$ cat src/lotune_pkg.sv
// ----------------------------------------------------------------------------
// lotune_pkg
// Shared types, codes and constants of the LO tuning block.
// ----------------------------------------------------------------------------
`default_nettype none

package lotune_pkg;

    // Default sizes of the synthesizer table and of the IF set
    localparam int LT_MAX_POINTS = 64;
    localparam int LT_MAX_IFS    = 8;

    // At most this many results per tune request
    localparam int LT_RESULT_LIMIT = 8;

    // Quotient bits of the rounding divider (power stays within +-328 dBm)
    localparam int LT_QUOT_W = 10;

    // Centi-dBm to dBm scale
    localparam int LT_CDB_SCALE = 100;

    // Item kinds carried in s_tuser
    localparam logic [1:0] OP_LOAD_POINT = 2'd0;
    localparam logic [1:0] OP_LOAD_IF    = 2'd1;
    localparam logic [1:0] OP_TUNE       = 2'd2;

    // Result status codes
    localparam logic [1:0] ST_TUNED   = 2'd0;
    localparam logic [1:0] ST_KEPT    = 2'd1;
    localparam logic [1:0] ST_BELOW   = 2'd2;
    localparam logic [1:0] ST_ABOVE   = 2'd3;

    // Configuration register indexes
    localparam logic [2:0] REG_LO_MIN     = 3'd0;
    localparam logic [2:0] REG_LO_MAX     = 3'd1;
    localparam logic [2:0] REG_SECOND_LO  = 3'd2;
    localparam logic [2:0] REG_POINTS     = 3'd3;
    localparam logic [2:0] REG_IFS        = 3'd4;

    // Controller to datapath commands
    typedef struct packed {
        logic capture;   // take the input word
        logic decode;    // write tables, check range, start scan
        logic scan_run;  // read next point and compare previous one
        logic mul;       // form the two weighted products
        logic sum;       // add the products
        logic prep;      // set up the rounding divider
        logic div_step;  // one quotient bit
        logic finish;    // store power and LO
        logic emit;      // load one result word
    } cmd_t;

    // Datapath to controller status
    typedef struct packed {
        logic op_tune;
        logic op_load;
        logic tune_ok;
        logic scan_done;
        logic div_done;
        logic out_free;
        logic last_if;
    } stat_t;

endpackage

`default_nettype wire

$ cat src/lotune_ctrl.sv
// ----------------------------------------------------------------------------
// lotune_ctrl
// Sequencer for load and tune words: scan, interpolate, divide, emit.
// ----------------------------------------------------------------------------
`default_nettype none

module lotune_ctrl (
    input  wire logic              aclk,
    input  wire logic              aresetn,
    input  wire logic              s_tvalid,
    output logic                   s_tready,
    input  wire lotune_pkg::stat_t stat,
    output lotune_pkg::cmd_t       cmd
);
    import lotune_pkg::*;

    typedef enum logic [3:0] {
        S_IDLE, S_DECODE, S_SCAN, S_MUL, S_SUM, S_PREP, S_DIV, S_FINISH, S_EMIT
    } state_t;

    state_t state_reg, state_next;
    logic   s_tready_reg;

    // Next state
    always_comb begin
        state_next = state_reg;
        unique case (state_reg)
            S_IDLE:   if (s_tvalid && s_tready_reg) state_next = S_DECODE;
            S_DECODE: begin
                if (!stat.op_tune)     state_next = S_IDLE;
                else if (stat.tune_ok) state_next = S_SCAN;
                else                   state_next = S_EMIT;
            end
            S_SCAN:   if (stat.scan_done) state_next = S_MUL;
            S_MUL:    state_next = S_SUM;
            S_SUM:    state_next = S_PREP;
            S_PREP:   state_next = S_DIV;
            S_DIV:    if (stat.div_done) state_next = S_FINISH;
            S_FINISH: state_next = S_EMIT;
            S_EMIT:   if (stat.out_free && stat.last_if) state_next = S_IDLE;
            default:  state_next = S_IDLE;
        endcase
    end

    // Commands
    always_comb begin
        cmd          = '0;
        cmd.capture  = (state_reg == S_IDLE) && s_tvalid && s_tready_reg;
        cmd.decode   = (state_reg == S_DECODE);
        cmd.scan_run = (state_reg == S_SCAN);
        cmd.mul      = (state_reg == S_MUL);
        cmd.sum      = (state_reg == S_SUM);
        cmd.prep     = (state_reg == S_PREP);
        cmd.div_step = (state_reg == S_DIV) && !stat.div_done;
        cmd.finish   = (state_reg == S_FINISH);
        cmd.emit     = (state_reg == S_EMIT) && stat.out_free;
    end

    // State and ready
    always_ff @(posedge aclk) begin
        if (!aresetn) begin
            state_reg    <= S_IDLE;
            s_tready_reg <= 1'b0;
        end else begin
            state_reg    <= state_next;
            s_tready_reg <= (state_next == S_IDLE);
        end
    end

    assign s_tready = s_tready_reg;

`ifndef ASSERT_OFF
    // A word taken while idle leads to decode
    a_cap_idle: assert property (@(posedge aclk) disable iff (!aresetn)
        cmd.capture |=> state_reg == S_DECODE)
        else $error("capture did not lead to decode");
    // Ready only while idle
    a_rdy_idle: assert property (@(posedge aclk) disable iff (!aresetn)
        s_tready |-> state_reg == S_IDLE)
        else $error("ready outside idle");
    // Scan completes before arithmetic
    a_scan_mul: assert property (@(posedge aclk) disable iff (!aresetn)
        (state_reg == S_MUL) |-> $past(stat.scan_done))
        else $error("multiply before scan done");
`endif

endmodule

`default_nettype wire

$ cat config.mk
export PLATFORM = sky130hd
export DESIGN_NAME = lotune_ctrl
export DESIGN_NICKNAME = d
export VERILOG_FILES = /design/src/lotune_pkg.sv /design/src/lotune_ctrl.sv
export SDC_FILE = /design/constraint.sdc
export NUM_CORES = 1
export LEC_CHECK = 0
export BUFFER_PORTS_ARGS = -buffer_cell sky130_fd_sc_hd__buf_4
export CORE_AREA = 2 2 39 41
export CTS_CLUSTER_DIAMETER = 40
export DETAILED_ROUTE_END_ITERATION = 10
export DIE_AREA = 0 0 41 43
export HOLD_SLACK_MARGIN = 0.15
export PLACE_DENSITY = 0.61
export REMOVE_ABC_BUFFERS = 1
export SLEW_MARGIN = 20
export SYNTH_ARGS = -nofsm -noshare
export SYNTH_HDL_FRONTEND = slang
export SYNTH_SLANG_ARGS = --single-unit
$ cat constraint.sdc
create_clock -name aclk -period 1.44 [get_ports aclk]
set_input_delay 0.216 -clock aclk [delete_from_list [all_inputs] [get_ports aclk]]
set_output_delay 0.216 -clock aclk [all_outputs]
set_load 0.05 [all_outputs]
==> Yosys cells after proc, flatten, opt, wreduce, memory -nomap -nowiden <==
Cells that the tools add are included.
{ "classes": {"n_eq_ne": 8, "muxes": 7, "reduce_logical": 9} }
{ "ops": {"columns": ["op", "count"], "rows": [
  ["$pmux W4 S9", 1],
  ["$mux W4", 6],
  ["$eq A4 B3 Y1 const B", 4],
  ["$eq A4 B2 Y1 const B", 2],
  ["$logic_not A4 Y1", 2],
  ["$logic_and A1 B1 Y1", 6],
  ["$eq A4 B1 Y1 const B", 1],
  ["$eq A4 B4 Y1 const B", 1],
  ["$logic_not A1 Y1", 1]
]} }
{ "totals": {"regBits": 5, "in_bits": 10, "out_inout_bits": 10, "word_cells": 26} }

==> Longest topological paths before layout <==
Gate-level depths: netlist of the first run.
{ "logic_depth": {"ltp_word": 4, "ltp_mapped": 5, "depth_no_buf": 4} }

==> Worst setup path after synthesis of the first run <==
No wires, ideal clock.
{ "synth_path": {"path_type": "flip-flop to output port", "from": "reg state_reg[1]", "to": "out cmd[2] in the netlist's numbering", "arrival_time_ps": 1794, "t_required_ps": 1224, "setup_slack_ps": -570, "path_stages_with_launch": 4, "n_path_buf": 1, "cell_sequence": "dfxtp_1 > buf_6 > or2b_2 > nor3_1"} }
{ "synth_rtl": {"columns": ["element", "line", "rtl"], "rows": [
  ["start: declaration", "lotune_ctrl.sv:21", "state_t state_reg, state_next;"],
  ["start signal: assignment", "lotune_ctrl.sv:65", "state_reg <= state_next;"],
  ["end: declaration", "lotune_ctrl.sv:13", "output lotune_pkg::cmd_t cmd"]
]} }

==> results of run 1 <==
[worst paths after layout]
| kind | from | end | slack [ps] | depth (start not counted) |
|---|---|---|---|---|
| max | state_reg[2] | cmd[2] | -50 | 3 |
| min reg2reg | state_reg[2] | state_reg[2] | 680 | 3 |
| min | aresetn | state_reg[1] | 210 | 2 |
| max reg2reg | state_reg[2] | state_reg[0] | 90 | 4 |
[metal layers]
metal	up-vias	share of wire [%]	global-route usage, %
met1	176	40	11.9
met2	12	55	14.7
met4	0	0	8.00
li1	213	-	-
met5	-	0	0
met3	0	5.4	3.14
[area by class of cell]
type                       instances  area (µm²)
clock buffer                       4        26.3
fill                             137         689
inverter                           1        3.75
multi-input combinational         36         310
sequential                         5         113
tap                               16        20.0
timing repair buffer              24         221
[critical path: stages, from the launching register on]
cell     delay [ps]
dfxtp_4         370
or2b_4          310
nor3_2          170
buf_6           180
[cells in the mapped netlist]
cell / number
and2_2: 1
nor4_1: 1
inv_1: 1
o21ai_0: 3
buf_4: 1
a221o_1: 1
buf_6: 2
and2_1: 3
nor2_1: 5
nand3b_1: 1
or2b_1: 1
dfxtp_1: 5
or2b_2: 3
nor3_1: 5
xnor2_1: 1
and3_1: 1
a21oi_1: 2
nor4_2: 1
o21a_1: 1
nor3b_1: 1
nor4b_1: 2
nand2_1: 3
[power groups by stage]
stage	combinational (mW)	clock (mW)	sequential, mW
global route	0.126	0.170	0.150
CTS	0.111	0.167	0.149
floorplan	0.0467	0	0.166
finish	0.118	0.161	0.149
detailed placement	0.102	0	0.154
global placement	0.101	0	0.154
[layout by cell type (no fill, tap or decap)]
cell      count
a21oi_1       2
a221o_1       1
and2_1        3
and2_2        1
and3_1        1
buf_4        13
buf_6        11
clkbuf_1      1
clkbuf_4      3
dfxtp_1       1
dfxtp_2       1
dfxtp_4       3
inv_1         1
nand2_1       2
nand2_4       1
nand3b_1      1
nor2_1        3
nor2_2        2
nor3_2        1
nor3_4        4
nor3b_1       1
nor4_2        2
nor4b_1       1
nor4b_2       1
o21a_1        1
o21ai_0       2
o21ai_2       1
or2b_1        1
or2b_4        3
xnor2_1       1
[per-stage QoR]
stage	TNS (ps)	utilization, %
after detailed placement	0	37.6
final	-75.0	50.2
after CTS	-107	44.9
after global routing	-413	50.2
after floorplan	-3550	-
after global placement	0	37.6
[repair_timing]
action | 4_1_cts | 5_1_grt
resized for setup | 22 | 16
setup endpoints to repair | 9 | 11
pin swaps | 1 | 1
buffers inserted | 0 | 1
[cell families (layout without fill, tap and decap cells)]
logic type | count (synthesis) | after routing | synth area share (%)
AOI/OAI and AO/OA | 7 | 7 | 11.9
and+or+nand+nor | 28 | 28 | 48.3
DFF | 5 | 5 | 28.0
buffers and inverters | 4 | 29 | 9.44
xor gates and xnor gates | 1 | 1 | 2.45
==> parameters.txt, run 1 <==
Parameter                              Value

Place
  Dpl cell area ... 520 µm²
  Placed cell count ... ~80
  Pre-CTS setup slack ... 51.4 ps
  RePlAce Congestion ... 0.638
  Total of buffers placed on input and output ports ... 18
  Total half-perimeter wirelength after legalization and detailed placement ... about 670 µm

Global routing
  Total GRT Usage ... about a tenth
  Congestion Overflow GR ... 0
  Global-route wire length before repair ... 1210 µm
  Number of antenna violations at the first check in global routing ... 0
  Largest net degree at the start of global routing ... 8
  Vias in the first global route ... 319

Power
  IR Drop Worst-Case VDD ... about 330 µV
  Cell-internal power ... 302 µW
  Clock group share of total power ... between 30% and 40%
  Pwr dens ... about 600 nW/µm²
  Total power ... between 400 and 500 µW
  Static Leakage ... slightly below 0.3 nW
  Switching Fraction ... about 30%
  Switching Power ... about 130 µW
  Comb pwr share ... 27.5%
  Share of total power in sequential cells ... between 30% and 40%

Setup path
  CP Max Fanout ... 6
  Endpoint class of the critical path ... primary output
  Arrival @ worst endpoint ... approximately 1300 ps
  WS Path Type ... reg -> out
  Startpoint Class ... flip-flop
  Critical Path RT ... between 1000 and 1500 ps

Clocking
  Number of hold-repair buffers added at the cts stage ... 0
  Max Buffers Root-to-Sink ... 2
  Insertion delay to the later sink of the worst-skew pair ... roughly 240 ps
  Root buffer selected by CTS ... clkbuf_4
  Clock sink total ... 5
  TritonCTS clock tree ... built
  TritonCTS buffer count ... 3
  Clock input transition at the sequential cells of the worst setup and hold paths ... about 40 ps
  H-tree Lvls ... 1

Synth
  Flop and latch count out of synthesis ... 5
  Share of the yosys chip area belonging to registers ... between 20% and 30%
  Cell Area, Synth ... 358 µm²
  Fraction of synthesized cell area taken by the top area cell type ... between 20% and 30%
  Yosys synthesis warning count ... 0
  Syn_area_per_cell ... a little under 8 µm²
  Number of distinct library cell variants in the gate-level netlist after synthesis ... 22
  Leading post-synthesis cells by cell area ... dfxtp_1 (28%), or2b_2 (7.3%), nor3_1 (7.0%)
  Mapped Cells ... 45
  Post-synthesis cell type with the largest combined area ... dfxtp_1

Detailed routing
  Number of DRC violations after detailed-routing iteration 0 ... 4
  Via density ... ~4.7
  Pre-Repair DR Iteration Count ... 2
  Total length of routed wires ... about 900 µm
  Via total after detailed routing ... around 400
  Final ANT Viol Nets ... 0
  Routed WL per cell ... 10.5 µm
  Post-detailed-route DRC marker count ... 0

Layout
  Fraction of layout cells with a size suffix above 1 ... roughly 67%
  Cell area after layout ... slightly below 700 µm²
  Max reg flops ... 4
  Layout overhead on the synthesized area ... 94.1%
  Net count, final ... just over 80
  Count of inserted antenna diode cells ... 0
  Fin cells ... between 80 and 90

Timing
  Fin Hold WS ... roughly 210 ps
  Worst clock skew ... about 1.7 ps
  Crit path setup slack, layout ... -50.9 ps
  Actual slew at the worst max-slew pin ... 236 ps
  Final worst path period share ... 104%
  # setup viols final ... 4
  Number of failing hold endpoints at the final stage ... 0
  Peak Freq ... 671 MHz
  Slew Limit Fails ... 0
  Relative slew slack ... 84.1%
  Setup repair after global routing missed its margin ... yes
  Minimum clock period after layout ... around 1500 ps

Floorplan
  Area enclosed by the die boundary ... between 1500 and 2000 µm²
  Vertical die dimension ... 43 µm
  Die Width ... roughly 40 µm
  Number of top-level design ports ... 20
  Cell Rows ... 14
  Initial Util ... 25.9%
  Core box area ... around 1400 µm²

Min path
  Kind of path behind the tightest hold check ... in -> reg

Outcome
  Violated checks ... negative setup slack
  Outcome ... complete, but fails checks

Flow run
  Number of max-cap violations ... 0
Power figures use the tool's default switching activity.
==> run 2, diff against run 1 <==
--- a/config.mk
+++ b/config.mk
@@ -10,8 +10,10 @@
 export CTS_CLUSTER_DIAMETER = 40
 export DETAILED_ROUTE_END_ITERATION = 10
 export DIE_AREA = 0 0 41 43
+export GPL_TIMING_DRIVEN = 0
 export HOLD_SLACK_MARGIN = 0.15
 export PLACE_DENSITY = 0.61
+export RECOVER_POWER = 100
 export REMOVE_ABC_BUFFERS = 1
 export SLEW_MARGIN = 20
 export SYNTH_ARGS = -nofsm -noshare
==> run 2 against run 1 <==
The run still ends with negative setup slack left; sequential share of layout area is 0.33 points lower; clock skew about the same; first-iteration DRC count decreased by 100%; die area unchanged; sequential power hardly changed; final cell count grew 5.8%; hold slack gained 1.1 ps; combinational power rose by 4%; register-to-register slack got worse by 50 ps; count of clock-buffer cells in the layout stayed put; largest cell class unchanged; highest routed layer unchanged.
==> parameters.txt, run 2 (same netlist as run 1, synthesis figures left out) <==
Parameter                              Value

Timing
  Worst clock skew ... about 1.7 ps
  Setup repair after global routing missed its margin ... yes
  Number of failing hold endpoints at the final stage ... 0
  Actual slew at the worst max-slew pin ... about 600 ps
  Slew Limit Fails ... 0
  Crit path setup slack, layout ... -41.4 ps
  Fin Hold WS ... just over 200 ps
  Peak Freq ... 675 MHz
  Final worst path period share ... 103%
  Minimum clock period after layout ... approximately 1500 ps
  # setup viols final ... 7
  Relative slew slack ... roughly three fifths
  Setup TNS ... -138 ps

Floorplan
  Die Width ... ~41 µm
  Number of top-level design ports ... 20
  Vertical die dimension ... around 43 µm
  Cell Rows ... 14
  Area enclosed by the die boundary ... roughly 1800 µm²
  Core box area ... ~1400 µm²
  Initial Util ... 25.9%

Clocking
  H-tree Lvls ... 1
  Clock sink total ... 5
  Clock input transition at the sequential cells of the worst setup and hold paths ... 40 ps
  Insertion delay to the later sink of the worst-skew pair ... around 240 ps
  TritonCTS clock tree ... built
  TritonCTS buffer count ... 3
  Root buffer selected by CTS ... clkbuf_4
  Max Buffers Root-to-Sink ... 2

Layout
  Most frequent cells in the layout ... buf_4 (17), buf_6 (11), nor2_1 (5)
  Max reg flops ... 4
  Net count, final ... 86
  Layout overhead on the synthesized area ... 102%
  Fraction of layout cells with a size suffix above 1 ... a little over three fifths
  Most common cell after layout, fill and taps aside ... buf_4
  Fin cells ... between 90 and 100
  Count of inserted antenna diode cells ... 0

Min path
  Kind of path behind the tightest hold check ... in -> reg
  Cells on Worst Hold Path ... 2
  Worst Min Path Start ... aresetn
  End point of the most critical hold path ... state_reg[1]

Setup path
  Crit-path cells ... or2b_4 > nor3_4 > buf_6
  Maximum single-stage delay on the critical path ... 380 ps
  Arrival @ worst endpoint ... ~1300 ps
  Setup slack of the worst register-to-register path ... 40 ps
  WS Path Type ... reg -> out
  Startpoint Class ... flip-flop
  R2R cell count ... 5
  Cell with the largest stage delay on the worst path ... dfxtp_4
  Source of the worst register-to-register timing path ... state_reg[1]
  Capture instance of the worst register-to-register path ... s_tready
  CP Max Fanout ... 5
  Critical Path RT ... between 1000 and 1500 ps
  Endpoint class of the critical path ... primary output

Global routing
  Total GRT Usage ... between 10% and 20%
  Vias in the first global route ... between 300 and 400
  Congestion Overflow GR ... 0
  Largest net degree at the start of global routing ... 9
  Number of antenna violations at the first check in global routing ... 0
  Global-route wire length before repair ... 1270 µm

Detailed routing
  Routed WL per cell ... between 10 and 15 µm
  Total length of routed wires ... ~1000 µm
  Via density ... approximately 4.5
  Pre-Repair DR Iteration Count ... 1
  Final ANT Viol Nets ... 0
  Via total after detailed routing ... 410
  Post-detailed-route DRC marker count ... 0
  Number of DRC violations after detailed-routing iteration 0 ... 0

Power
  Static Leakage ... roughly 0.32 nW
  Cell-internal power ... around 300 µW
  Clock group share of total power ... between 30% and 40%
  Share of total power in sequential cells ... between 30 and 40%
  Total power ... 432 µW
  IR Drop Worst-Case VDD ... approximately 400 µV
  Switching Fraction ... 29.4%
  Comb pwr share ... between 20 and 30%
  Pwr dens ... 596 nW/µm²
  Switching Power ... between 100 and 150 µW

Place
  RePlAce Congestion ... ~0.7
  Total half-perimeter wirelength after legalization and detailed placement ... around 600 µm
  Pre-CTS setup slack ... -50.3 ps
  Placed cell count ... between 70 and 80
  Total of buffers placed on input and output ports ... 18

Outcome
  Outcome ... complete, but fails checks
  Violated checks ... negative setup slack

Flow run
  Number of max-cap violations ... 0
==> run 2: changes by cell type in the layout (fill, tap and decap cells not counted) <==
cell | before | now
buf_4 | 13 | 17
nor2_1 | 3 | 5
nor2_2 | 2 | 0
clkbuf_1 | 1 | 2
dfxtp_2 | 1 | 0
dfxtp_4 | 3 | 4
nor4_1 | 0 | 1
nor4_2 | 2 | 1
nor4b_2 | 1 | 0
nor4b_4 | 0 | 1
o21ai_1 | 0 | 1
o21ai_2 | 1 | 0
==> run 2: how the worst max path moves through the flow <==
stage	slack, ps	cells after the start	startpoint	to
after detailed placement	-50	3	state_reg[2]	cmd[2]
after floorplan	-670	2	state_reg[2]	cmd[2]
after global routing	-100	3	state_reg[2]	cmd[2]
after global placement	-30	3	state_reg[2]	cmd[2]
after CTS	-70	3	state_reg[2]	cmd[4]
final	-40	3	state_reg[2]	cmd[2]
==> run 2: metal layers <==
metal  GRT usage, %  part of all wire, %
met5              0                    0
met3           1.57                  3.4
met1           12.8                   45
met4           10.0                    0
met2           15.3                   52
==> run 2: per-stage QoR <==
| step | area, µm² | util [%] |
|---|---|---|
| after floorplan | 328 | - |
| after global placement | 483 | 34.9 |
| after detailed placement | 483 | 34.9 |
| after CTS | 644 | 46.6 |
| after global routing | 724 | 52.4 |
| final | 724 | 52.4 |
==> run 2: repair_timing <==
| item | in CTS | in global routing |
|---|---|---|
| pin swaps | 2 | 5 |
| gates resized for setup | 21 | 16 |
| cloned | 0 | 0 |
| hold buffers | 0 | 0 |
| endpoints found under the hold margin | 0 | 0 |
| endpoints found under the setup margin | 11 | 11 |
| setup buffers | 8 | 3 |
==> run 2: worst max-delay path: cells and delay by family (launching register included) <==
kind / cells / cell delay [ps]
buf+inv: 1 / 170
flops: 1 / 380
simple gates: 2 / 480
==> run 2: power groups by stage <==
stage | sequential [mW] | clock [mW] | combinational, mW
after detailed placement | 0.156 | 0 | 0.0952
after floorplan | 0.166 | 0 | 0.0467
after global routing | 0.150 | 0.182 | 0.131
final | 0.149 | 0.160 | 0.123
after CTS | 0.149 | 0.167 | 0.114
after global placement | 0.156 | 0 | 0.0949
==> run 2: cell type report <==
type                            instances  area, µm²
Clock buffer                            4       26.3
Fill cell                             142        659
Inverter                                1       3.75
Multi-Input combinational cell         36        304
Sequential cell                         5        115
Tap cell                               16       20.0
Timing Repair Buffer                   29        255
